--- config.mk ---
export PLATFORM = sky130hd
export DESIGN_NAME = swim_membership_table
export DESIGN_NICKNAME = d
export VERILOG_FILES = /design/src/design/smt_pkg.sv /design/src/design/swim_membership_table.sv /design/src/design/smt_ram.sv
export SDC_FILE = /design/constraint.sdc
export NUM_CORES = 2
export LEC_CHECK = 0
export BUFFER_PORTS_ARGS = -buffer_cell sky130_fd_sc_hd__buf_2
export CAP_MARGIN = 20
export CORE_UTILIZATION = 50
export CTS_BUF_LIST = sky130_fd_sc_hd__clkbuf_8
export DETAILED_ROUTE_END_ITERATION = 10
export PLACE_DENSITY = 0.68
export SLEW_MARGIN = 0
export SYNTH_ARGS = -nofsm -noshare
export SYNTH_HDL_FRONTEND = slang
export SYNTH_HIERARCHICAL = 1
export SYNTH_SLANG_ARGS = --single-unit
--- constraint.sdc ---
create_clock -name clock -period 13.85 [get_ports clock]
set_input_delay 2.0775 -clock clock [delete_from_list [all_inputs] [get_ports clock]]
set_output_delay 2.0775 -clock clock [all_outputs]
set_load 0.01 [all_outputs]
--- src/design/smt_pkg.sv ---
// Shared types, codes and helpers for the SWIM membership table.
`default_nettype none

package smt_pkg;

   // Field widths and table sizing
   localparam int NODE_W        = 6;
   localparam int INC_W         = 32;
   localparam int NODE_RANGE    = 1 << NODE_W;
   localparam int NODES_DEFAULT = 64;
   localparam logic [INC_W-1:0] INC_MAX = '1;

   // Item operations
   typedef enum logic [2:0] {
      ACT_RELAY   = 3'd0,
      ACT_JOIN    = 3'd1,
      ACT_SUSPECT = 3'd2,
      ACT_CONFIRM = 3'd3,
      ACT_LEAVE   = 3'd4
   } action_type;

   // Gossip event types
   typedef enum logic [2:0] {
      EV_JOIN    = 3'd0,
      EV_ALIVE   = 3'd1,
      EV_SUSPECT = 3'd2,
      EV_DEAD    = 3'd3,
      EV_LEAVE   = 3'd4
   } gossip_event_type;

   // Peer states held in the table
   typedef enum logic [1:0] {
      ST_ALIVE   = 2'd0,
      ST_SUSPECT = 2'd1,
      ST_DEAD    = 2'd2,
      ST_LEFT    = 2'd3
   } peer_state_type;

   // Ring change notices
   typedef enum logic [1:0] {
      NT_NONE  = 2'd0,
      NT_ALIVE = 2'd1,
      NT_DEAD  = 2'd2,
      NT_LEFT  = 2'd3
   } notify_type;

   // One table entry as stored in the RAM
   typedef struct packed {
      peer_state_type   state;
      logic [INC_W-1:0] inc;
   } entry_type;

   localparam int ENTRY_W = $bits(entry_type);

   // Input word
   typedef struct packed {
      logic [2:0]        action;
      logic [2:0]        event_type;
      logic [NODE_W-1:0] node;
      logic [INC_W-1:0]  incarnation;
   } req_word_type;

   // Result word
   typedef struct packed {
      logic              accepted;
      logic [1:0]        notify;
      logic [NODE_W-1:0] notify_node;
      logic              emit;
      logic [2:0]        emit_type;
      logic [NODE_W-1:0] emit_node;
      logic [INC_W-1:0]  emit_incarnation;
      logic [INC_W-1:0]  join_incarnation;
   } rsp_word_type;

   // Increment that sticks at the top incarnation
   function automatic logic [INC_W-1:0] inc_sat(input logic [INC_W-1:0] v);
      return (v == INC_MAX) ? INC_MAX : v + 32'd1;
   endfunction

endpackage

`default_nettype wire

--- src/design/swim_membership_table.sv ---
// Top level of the SWIM membership table: entry RAM, update stage and result register.
//
//   port group  direction  handshake              payload
//   req_        in         req_valid / req_stall  req_data  (req_word_type)
//   rsp_        out        rsp_valid / rsp_stall  rsp_data  (rsp_word_type)
//   csr_        in         csr_write              csr_wdata (self node index)
//
// One word per cycle sustained while rsp_ is not stalled; a taken word is held in the update
// stage, and its result is then registered in the result register, from which it can leave.
// The rate is set by the read-modify-write of the entry RAM; a write to the entry that the
// following word reads is forwarded into that word's stage.
// Synchronous reset clears the valid bits, own incarnation, retired flag and self node;
// no clearing pass is needed. A stalled result holds the update stage, which stalls req_.
`default_nettype none

module swim_membership_table
   import smt_pkg::*;
#(
   parameter int NODES = NODES_DEFAULT
) (
   input  wire logic              clock,
   input  wire logic              reset,
   input  wire logic              req_valid,
   output      logic              req_stall,
   input  wire req_word_type      req_data,
   output      logic              rsp_valid,
   input  wire logic              rsp_stall,
   output      rsp_word_type      rsp_data,
   input  wire logic              csr_write,
   input  wire logic [NODE_W-1:0] csr_wdata
);

   // Only node indexes the field can carry need storage
   localparam int TBL_N  = (NODES < NODE_RANGE) ? NODES : NODE_RANGE;
   localparam int TBL_AW = $clog2(TBL_N);
   localparam logic [NODE_W:0] NODE_LIMIT = (NODE_W+1)'(TBL_N);

   // Registers
   logic [NODE_W-1:0] self_node_ff;
   logic [TBL_N-1:0]  valid_ff;
   logic [INC_W-1:0]  own_inc_ff,  own_inc_in;
   logic              own_retired_ff, own_retired_in;
   logic              s1_valid_ff, s1_valid_in;
   req_word_type      s1_ff;
   logic              fwd_ff, fwd_in;
   entry_type         fwd_entry_ff;
   logic              rsp_valid_ff, rsp_valid_in;
   rsp_word_type      rsp_data_ff, rsp_data_in;

   // Handshake and stage control
   logic              req_accept;
   logic              s1_fire;
   logic [TBL_AW-1:0] req_idx, s1_idx;

   // RAM and update signals
   logic [ENTRY_W-1:0] ram_rdata;
   entry_type          ent;
   entry_type          wr_ent;
   logic               wr_en;
   logic               ent_wr;

   assign s1_fire    = s1_valid_ff && (!rsp_valid_ff || !rsp_stall);
   assign req_stall  = s1_valid_ff && !s1_fire;
   assign req_accept = req_valid && !req_stall;
   assign req_idx    = TBL_AW'(req_data.node);
   assign s1_idx     = TBL_AW'(s1_ff.node);
   assign ent_wr     = s1_fire && wr_en;

   // Entry RAM: read when a word is taken, written back when it leaves the stage
   smt_ram #(
      .WIDTH (ENTRY_W),
      .DEPTH (TBL_N)
   ) u_entry_ram (
      .clock   (clock),
      .wr_en   (ent_wr),
      .wr_addr (s1_idx),
      .wr_data (wr_ent),
      .rd_en   (req_accept),
      .rd_addr (req_idx),
      .rd_data (ram_rdata)
   );

   // Forward a write-back to the same entry that the incoming word reads
   assign fwd_in = s1_fire && wr_en && (req_idx == s1_idx);
   assign ent    = fwd_ff ? fwd_entry_ff : entry_type'(ram_rdata);

   // Stage occupancy and result register
   always_comb begin
      s1_valid_in = s1_valid_ff;
      if (req_accept) begin
         s1_valid_in = 1'b1;
      end else if (s1_fire) begin
         s1_valid_in = 1'b0;
      end
      rsp_valid_in = rsp_valid_ff;
      if (s1_fire) begin
         rsp_valid_in = 1'b1;
      end else if (!rsp_stall) begin
         rsp_valid_in = 1'b0;
      end
   end

   // SWIM update rules on the entry, own incarnation and retired flag
   always_comb begin : update
      logic             is_self;
      logic             in_range;
      logic             v;
      peer_state_type   st;
      logic [INC_W-1:0] hi;
      logic [INC_W-1:0] inc;
      logic [INC_W-1:0] hi_bump;
      logic [INC_W-1:0] inc_bump;
      logic [INC_W-1:0] eff;
      logic             acc;
      notify_type       nt;
      logic             em;
      gossip_event_type emt;
      logic [INC_W-1:0] emi;
      logic [INC_W-1:0] ji;

      is_self  = (s1_ff.node == self_node_ff);
      in_range = {1'b0, s1_ff.node} < NODE_LIMIT;
      v        = in_range && valid_ff[s1_idx];
      st       = v ? ent.state : ST_ALIVE;
      hi       = v ? ent.inc : '0;
      inc      = s1_ff.incarnation;
      hi_bump  = inc_sat(hi);
      inc_bump = inc_sat(inc);
      eff      = (inc > hi_bump) ? inc : hi_bump;

      acc = 1'b0;
      nt  = NT_NONE;
      em  = 1'b0;
      emt = EV_JOIN;
      emi = '0;
      ji  = '0;
      wr_en  = 1'b0;
      wr_ent = '{state: st, inc: hi};
      own_inc_in     = own_inc_ff;
      own_retired_in = own_retired_ff;

      priority if (s1_ff.action == ACT_RELAY && is_self) begin
         // gossip about this node: leave retires, suspicion or death is refuted
         if (s1_ff.event_type == EV_LEAVE) begin
            if (!own_retired_ff) begin
               own_retired_in = 1'b1;
               acc = 1'b1;
               nt  = NT_LEFT;
            end
         end else if (s1_ff.event_type == EV_SUSPECT || s1_ff.event_type == EV_DEAD) begin
            if (inc >= own_inc_ff) begin
               own_inc_in = inc_bump;
               acc = 1'b1;
               em  = 1'b1;
               emt = EV_ALIVE;
               emi = inc_bump;
            end
         end
      end else if (s1_ff.action == ACT_JOIN && is_self) begin
         acc = 1'b1;
         ji  = own_inc_ff;
      end else if (s1_ff.action == ACT_LEAVE && is_self) begin
         if (!own_retired_ff) begin
            own_retired_in = 1'b1;
            acc = 1'b1;
            nt  = NT_LEFT;
            em  = 1'b1;
            emt = EV_LEAVE;
            emi = own_inc_ff;
         end
      end else if (in_range) begin
         unique case (s1_ff.action)
            ACT_RELAY: begin
               unique case (s1_ff.event_type)
                  EV_JOIN, EV_ALIVE: begin
                     if (!v || (st != ST_LEFT && inc > hi)) begin
                        wr_en  = 1'b1;
                        wr_ent = '{state: ST_ALIVE, inc: inc};
                        acc = 1'b1;
                        nt  = NT_ALIVE;
                     end
                  end
                  EV_SUSPECT: begin
                     if (v && inc >= hi && st != ST_DEAD && st != ST_LEFT &&
                         !(st == ST_SUSPECT && inc <= hi)) begin
                        wr_en  = 1'b1;
                        wr_ent = '{state: ST_SUSPECT, inc: inc};
                        acc = 1'b1;
                     end
                  end
                  EV_DEAD: begin
                     if (!v) begin
                        wr_en  = 1'b1;
                        wr_ent = '{state: ST_DEAD, inc: inc};
                        acc = 1'b1;
                     end else if (st != ST_DEAD && st != ST_LEFT && inc >= hi) begin
                        wr_en  = 1'b1;
                        wr_ent = '{state: ST_DEAD, inc: inc};
                        acc = 1'b1;
                        nt  = NT_DEAD;
                     end
                  end
                  EV_LEAVE: begin
                     // tombstone keeps the held incarnation of a held entry, else the offered one
                     if (!v) begin
                        wr_en  = 1'b1;
                        wr_ent = '{state: ST_LEFT, inc: inc};
                        acc = 1'b1;
                     end else if (st != ST_LEFT) begin
                        wr_en  = 1'b1;
                        wr_ent = '{state: ST_LEFT, inc: hi};
                        acc = 1'b1;
                        nt  = NT_LEFT;
                     end
                  end
                  default: begin
                  end
               endcase
            end
            ACT_JOIN: begin
               // grant the larger of the offered and the bumped held incarnation
               if (!v) begin
                  wr_en  = 1'b1;
                  wr_ent = '{state: ST_ALIVE, inc: inc};
                  acc = 1'b1;
                  nt  = NT_ALIVE;
                  ji  = inc;
               end else if (st != ST_LEFT) begin
                  wr_en  = 1'b1;
                  wr_ent = '{state: ST_ALIVE, inc: eff};
                  acc = 1'b1;
                  nt  = (st != ST_ALIVE) ? NT_ALIVE : NT_NONE;
                  ji  = eff;
               end
            end
            ACT_SUSPECT: begin
               if (v && st == ST_ALIVE) begin
                  wr_en  = 1'b1;
                  wr_ent = '{state: ST_SUSPECT, inc: hi};
                  acc = 1'b1;
                  em  = 1'b1;
                  emt = EV_SUSPECT;
                  emi = hi;
               end
            end
            ACT_CONFIRM: begin
               if (v && st != ST_DEAD && st != ST_LEFT) begin
                  wr_en  = 1'b1;
                  wr_ent = '{state: ST_DEAD, inc: hi};
                  acc = 1'b1;
                  nt  = NT_DEAD;
                  em  = 1'b1;
                  emt = EV_DEAD;
                  emi = hi;
               end
            end
            ACT_LEAVE: begin
               if (v && st != ST_LEFT) begin
                  wr_en  = 1'b1;
                  wr_ent = '{state: ST_LEFT, inc: hi};
                  acc = 1'b1;
                  nt  = NT_LEFT;
                  em  = 1'b1;
                  emt = EV_LEAVE;
                  emi = hi;
               end
            end
            default: begin
            end
         endcase
      end else begin
         // node beyond the table: no effect
      end

      // result word; unused fields read zero
      rsp_data_in.accepted         = acc;
      rsp_data_in.notify           = nt;
      rsp_data_in.notify_node      = (nt != NT_NONE) ? s1_ff.node : '0;
      rsp_data_in.emit             = em;
      rsp_data_in.emit_type        = emt;
      rsp_data_in.emit_node        = em ? s1_ff.node : '0;
      rsp_data_in.emit_incarnation = emi;
      rsp_data_in.join_incarnation = ji;
   end

   // Control registers
   always_ff @(posedge clock) begin
      if (reset) begin
         self_node_ff   <= '0;
         valid_ff       <= '0;
         own_inc_ff     <= '0;
         own_retired_ff <= 1'b0;
         s1_valid_ff    <= 1'b0;
         fwd_ff         <= 1'b0;
         rsp_valid_ff   <= 1'b0;
      end else begin
         if (csr_write) begin
            self_node_ff <= csr_wdata;
         end
         if (ent_wr) begin
            valid_ff[s1_idx] <= 1'b1;
         end
         if (s1_fire) begin
            own_inc_ff     <= own_inc_in;
            own_retired_ff <= own_retired_in;
         end
         if (req_accept) begin
            fwd_ff <= fwd_in;
         end
         s1_valid_ff  <= s1_valid_in;
         rsp_valid_ff <= rsp_valid_in;
      end
   end

   // Payload registers
   always_ff @(posedge clock) begin
      if (req_accept) begin
         s1_ff        <= req_data;
         fwd_entry_ff <= wr_ent;
      end
      if (s1_fire) begin
         rsp_data_ff <= rsp_data_in;
      end
   end

   assign rsp_valid = rsp_valid_ff;
   assign rsp_data  = rsp_data_ff;

   // A ring notice only accompanies an accepted word
   a_notify_acc: assert property (@(posedge clock) disable iff (reset)
      rsp_valid && rsp_data.notify != NT_NONE |-> rsp_data.accepted)
      else $error("notice without acceptance");

   // No queued event means all its fields are zero
   a_emit_zero: assert property (@(posedge clock) disable iff (reset)
      rsp_valid && !rsp_data.emit |->
         rsp_data.emit_type == '0 && rsp_data.emit_node == '0 &&
         rsp_data.emit_incarnation == '0)
      else $error("event fields set without emit");

   // Own incarnation never goes backwards
   a_own_inc_mono: assert property (@(posedge clock) disable iff (reset)
      !$past(reset) |-> own_inc_ff >= $past(own_inc_ff))
      else $error("own incarnation decreased");

   // Once retired, the node stays retired
   a_retired_sticky: assert property (@(posedge clock) disable iff (reset)
      !$past(reset) && $past(own_retired_ff) |-> own_retired_ff)
      else $error("retired flag cleared");

endmodule

`default_nettype wire

--- src/design/smt_ram.sv ---
// Generic single-write, single-read RAM with registered read data.
`default_nettype none

module smt_ram
   import smt_pkg::*;
#(
   parameter int WIDTH = ENTRY_W,
   parameter int DEPTH = NODES_DEFAULT
) (
   input  wire logic                     clock,
   input  wire logic                     wr_en,
   input  wire logic [$clog2(DEPTH)-1:0] wr_addr,
   input  wire logic [WIDTH-1:0]         wr_data,
   input  wire logic                     rd_en,
   input  wire logic [$clog2(DEPTH)-1:0] rd_addr,
   output      logic [WIDTH-1:0]         rd_data
);

   logic [WIDTH-1:0] mem_ff [DEPTH];
   logic [WIDTH-1:0] rd_data_ff;

   // Read returns the old contents on a same-address write
   always_ff @(posedge clock) begin
      if (wr_en) begin
         mem_ff[wr_addr] <= wr_data;
      end
      if (rd_en) begin
         rd_data_ff <= mem_ff[rd_addr];
      end
   end

   assign rd_data = rd_data_ff;

endmodule

`default_nettype wire
==> impl_summary.txt <==
----------------------------------------------------
[CTS]
  CTS clk-pin slew, worst paths ... 60 ps
  Clk_lat worst skew ... 1110 ps
  Maximum level of the CTS H-tree ... 5
  Number of buffers created by CTS ... 396
  Clock root buffer master ... sky130_fd_sc_hd__clkbuf_8
  Maximum buffer depth of the clock tree ... 4
  TritonCTS Sinks ... 2477
  PostCTS Resize Cnt ... 0
  TritonCTS clock tree ... yes
  Total of hold buffers inserted after clock tree synthesis ... 0
  Number of buffers inserted by post-CTS setup repair ... 0

[Timing]
  Worst-Margin Slew ... 1270 ps
  Hold Slack ... 464 ps
  Worst slew slack as a fraction of its limit ... 15.6%
  Share of the clock period used by the worst path after layout ... 69.8%
  Worst setup skew after layout ... 106 ps
  Number of hold violations in the final report ... 0
  Slew Limit Fails ... 0
  Unrepaired setup endpoints after global routing ... no
  Min Clock Period, post-route ... 9670 ps
  Fmax achieved ... 103 MHz
  Accumulated negative setup slack ... 0 ps
  Number of failing setup endpoints in the final timing report ... 0

[Power]
  Sequential share of power ... 55.5%
  Clock share of power ... 37.5%
  Part of the total power dissipated in combinational logic ... 7.1%
  Worst ir drop on vdd ... 0.000106 V
  Static power due to leakage ... 36.8 nW
  Overall Power ... 15.1 mW
  Internal ... 11.5 mW
  Total power per unit cell area ... 132 mW/mm^2
  Switching Power ... 3.57 mW
  Switching portion of total power ... 23.7%

[Global routing]
  Total congestion overflow after global routing ... 0
  Largest net degree at the start of global routing ... 121
  Initial antenna violation count ... 17
  Overall global routing resource usage ... 28.5%
  Wire length of the first global-routing pass ... 417000 um
  Vias in the first global route ... 57800

[Placed design]
  Routability Congestion ... 0.932
  HPWL reported at the end of detailed placement ... 171000 um
  Instance area after placement ... 0.107 mm^2
  IO Port Bufs ... 139

[Setup path]
  Kind of end point of the critical path ... flip-flop
  Reg-to-reg setup timing slack ... 4180 ps
  Crit-path max FO ... 66
  Startpoint type of the worst setup path ... flip-flop
  Required time at the endpoint of the critical path ... 14610 ps
  Data arrival at the endpoint of the critical path ... 10430 ps
  Setup Crit Path Kind ... flip-flop to flip-flop

[Drt]
  Routed met2 length ... 138000 um
  Total detailed-routing wirelength ... 296000 um
  Highest routed layer ... met5
  Post-route DRC ... 0
  Met1 routed wirelength after detailed routing ... 113000 um
  Total via count after detailed routing ... 59500
  DRT iter0 DRCs ... 7602
  1st-pass router iterations ... 9
  Per-cell via count in the routed design ... 6.49
  DR WL met3 ... 31300 um
  DR WL/cell ... 32.3 um
  Antenna viol nets, final ... 0

[Floorplanning]
  Die footprint ... 0.206 mm^2
  Horizontal extent of the die ... 454 um
  Floorplan row count ... 165
  Vertical die dimension ... 454 um
  Starting Density ... 50.5%
  Core region area ... 0.203 mm^2
  Ports placed on the boundary ... 140

[Synth]
  Cell type contributing the most total cell area after synthesis ... sky130_fd_sc_hd__edfxtp_1
  Portion of the post-synthesis area used by sequential elements ... 71.7%
  Number of synthesized register bits ... 2477
  Avg Cell Area, Syn ... 17.6 um^2
  Prevailing post-synth register cell ... sky130_fd_sc_hd__edfxtp_1
  Net count of the mapped netlist ... 5960
  Number of distinct library cell variants in the gate-level netlist after synthesis ... 99
  Instance count of the mapped netlist ... 5802
  Cell types with the largest area share after synthesis ... sky130_fd_sc_hd__edfxtp_1 (70%), sky130_fd_sc_hd__mux4_2 (11%), sky130_fd_sc_hd__dfxtp_1 (2.1%), sky130_fd_sc_hd__mux2i_1 (1.9%), sky130_fd_sc_hd__ha_1 (1.3%)
  Ys Warns ... 6
  Fraction of synthesis flops using an asynchronous set or reset pin ... 0%
  Number of enable-type register cells in the synthesized netlist ... 2371
  Synth top area share ... 69.6%
  Synthesized area ... 0.102 mm^2

[Finish]
  Fraction of final layout cells sized beyond drive strength 1 ... 23.5%
  Cell area after layout ... 0.114 mm^2
  Synthesis-to-layout area growth ... 11.6%
  Nets@finish ... 6347

[Outcome]
  Outcome ... finished clean

[Min path]
  Worst min-delay path category ... flip-flop to flip-flop

[Run]
  Max-Cap Viols ... 0

----------------------------------------------------
[registers in the layout, summed over array words and instances, names as in the netlist, 6 cells and up]
name / count
fwd_entry_ff: 34
self_node_ff: 6
u_entry_ram/mem_ff: 2176
s1_idx: 6
own_inc_ff: 32
rsp_data: 83
u_entry_ram/rd_data: 34
valid_ff: 64
update.inc: 32
s1_ff: 6
[power groups by stage]
stage	clock network [mW]	logic, mW	registers (mW)
5_1_grt	6.05	1.11	8.36
3_3_place_gp	0	1.03	8.52
4_1_cts	5.74	1.05	8.36
3_5_place_dp	0	1.05	8.52
6_report	5.65	1.07	8.36
2_1_floorplan	0	0.608	8.52
[placed cells by master, fill, tap and decap left out, types with 43 or more instances in the layout]
master / netlist / final
sky130_fd_sc_hd__a211oi_1: 71 / 70
sky130_fd_sc_hd__a21oi_1: 124 / 123
sky130_fd_sc_hd__a22oi_1: 87 / 87
sky130_fd_sc_hd__buf_2: 92 / 135
sky130_fd_sc_hd__buf_4: 39 / 209
sky130_fd_sc_hd__clkbuf_8: 0 / 409
sky130_fd_sc_hd__clkinv_1: 0 / 89
sky130_fd_sc_hd__dfxtp_1: 106 / 105
sky130_fd_sc_hd__edfxtp_1: 2371 / 2371
sky130_fd_sc_hd__ha_1: 103 / 102
sky130_fd_sc_hd__inv_1: 126 / 253
sky130_fd_sc_hd__mux2i_1: 192 / 192
sky130_fd_sc_hd__mux4_2: 478 / 478
sky130_fd_sc_hd__nand2_1: 253 / 251
sky130_fd_sc_hd__nand3_1: 192 / 191
sky130_fd_sc_hd__nand4_1: 90 / 90
sky130_fd_sc_hd__nor2_1: 246 / 179
sky130_fd_sc_hd__nor2_4: 0 / 66
sky130_fd_sc_hd__nor3_1: 52 / 44
sky130_fd_sc_hd__o21ai_0: 107 / 106
sky130_fd_sc_hd__o221ai_1: 110 / 101
sky130_fd_sc_hd__o22ai_1: 131 / 126
sky130_fd_sc_hd__xnor2_1: 43 / 43
[cells in the mapped netlist (14+ instances only)]
cell	n
sky130_fd_sc_hd__edfxtp_1	2371
sky130_fd_sc_hd__mux4_2	478
sky130_fd_sc_hd__nand2_1	253
sky130_fd_sc_hd__nor2_1	246
sky130_fd_sc_hd__mux2i_1	192
sky130_fd_sc_hd__nand3_1	192
sky130_fd_sc_hd__clkbuf_1	179
sky130_fd_sc_hd__o22ai_1	131
sky130_fd_sc_hd__inv_1	126
sky130_fd_sc_hd__a21oi_1	124
sky130_fd_sc_hd__o221ai_1	110
sky130_fd_sc_hd__o21ai_0	107
sky130_fd_sc_hd__dfxtp_1	106
sky130_fd_sc_hd__ha_1	103
sky130_fd_sc_hd__buf_2	92
sky130_fd_sc_hd__nand4_1	90
sky130_fd_sc_hd__a22oi_1	87
sky130_fd_sc_hd__a211oi_1	71
sky130_fd_sc_hd__nor3_1	52
sky130_fd_sc_hd__nor2b_1	43
sky130_fd_sc_hd__xnor2_1	43
sky130_fd_sc_hd__mux2_2	40
sky130_fd_sc_hd__buf_4	39
sky130_fd_sc_hd__nand2b_1	39
sky130_fd_sc_hd__buf_1	29
sky130_fd_sc_hd__a21o_1	28
sky130_fd_sc_hd__buf_6	27
sky130_fd_sc_hd__o211ai_1	24
sky130_fd_sc_hd__or2_2	24
sky130_fd_sc_hd__and3_1	22
sky130_fd_sc_hd__nand3b_1	19
sky130_fd_sc_hd__xor2_1	18
sky130_fd_sc_hd__a31oi_1	16
sky130_fd_sc_hd__a221oi_1	15
sky130_fd_sc_hd__and2_1	15
sky130_fd_sc_hd__a221o_1	14
[per-layer routing]
metal	GRT usage, %	up-vias
met1	38.3	30800
li1	-	24600
met5	0	-
met3	6.70	633
met4	12.3	4
met2	44.7	3456
[cells by family (layout without fill, tap and decap cells)]
kind of cell,count (synthesis),in the layout,synth area share (%)
buf+inv,494,1170,2.29
flops,2477,2477,71.7
xor+xnor,61,61,0.522
other cells,0,25,0
compound gates,879,879,6.14
simple gates,1078,1078,5.28
fa+ha+maj,103,103,1.26
mux,710,710,12.8
[critical path, cell delays in order, from the launching register on]
cell	delay (ps)
sky130_fd_sc_hd__edfxtp_1	770
sky130_fd_sc_hd__nor3_1	950
sky130_fd_sc_hd__nand2_1	370
sky130_fd_sc_hd__nand4_4	210
sky130_fd_sc_hd__buf_4	450
sky130_fd_sc_hd__and2_1	260
sky130_fd_sc_hd__ha_1	230
sky130_fd_sc_hd__nand4_1	180
sky130_fd_sc_hd__a221oi_2	530
sky130_fd_sc_hd__nand2b_1	260
sky130_fd_sc_hd__nor2_1	390
sky130_fd_sc_hd__nand4_1	210
sky130_fd_sc_hd__a21oi_1	330
sky130_fd_sc_hd__nand2_1	100
sky130_fd_sc_hd__ha_1	340
sky130_fd_sc_hd__nand3_1	80
sky130_fd_sc_hd__or3_1	340
sky130_fd_sc_hd__or3_1	430
sky130_fd_sc_hd__nand2b_1	190
sky130_fd_sc_hd__o21a_1	330
sky130_fd_sc_hd__buf_4	310
sky130_fd_sc_hd__nor3_2	670
sky130_fd_sc_hd__o211ai_1	250
sky130_fd_sc_hd__a311o_1	330
sky130_fd_sc_hd__o211ai_1	110
sky130_fd_sc_hd__buf_4	560
[layout make-up]
class / count / area [um^2]
Fill cell: 15400 / 88500
Sequential cell: 2477 / 73300
Multi-Input combinational cell: 2831 / 27600
Clock buffer: 409 / 5630
Tap cell: 2672 / 3340
Timing Repair Buffer: 357 / 2460
Clock inverter: 278 / 1350
Inverter: 126 / 475
Antenna cell: 25 / 62.6
[metrics by stage]
| stage | util (%) | std cells | setup WS, ps |
|---|---|---|---|
| finish | 56.3 | 9175 | 4180 |
| global route | 56.3 | 9161 | 3570 |
| CTS | 56.3 | 9141 | 4390 |
| detailed placement | 52.8 | 8454 | 4440 |
| global placement | 52.8 | 8451 | 4680 |
| floorplan | - | 5802 | 661 |
[path summary, 6_finish.rpt]
| kind | from | endpoint | cells past startpoint |
|---|---|---|---|
| worst max-delay path | s1_idx[4] | u_entry_ram/mem_ff[29][27] | 25 |
| worst min-delay path | valid_ff[47] | valid_ff[47] | 2 |
| worst max register to register | s1_idx[4] | u_entry_ram/mem_ff[29][27] | 25 |
| worst min register to register | valid_ff[47] | valid_ff[47] | 2 |
Power figures use the tool's default switching activity.
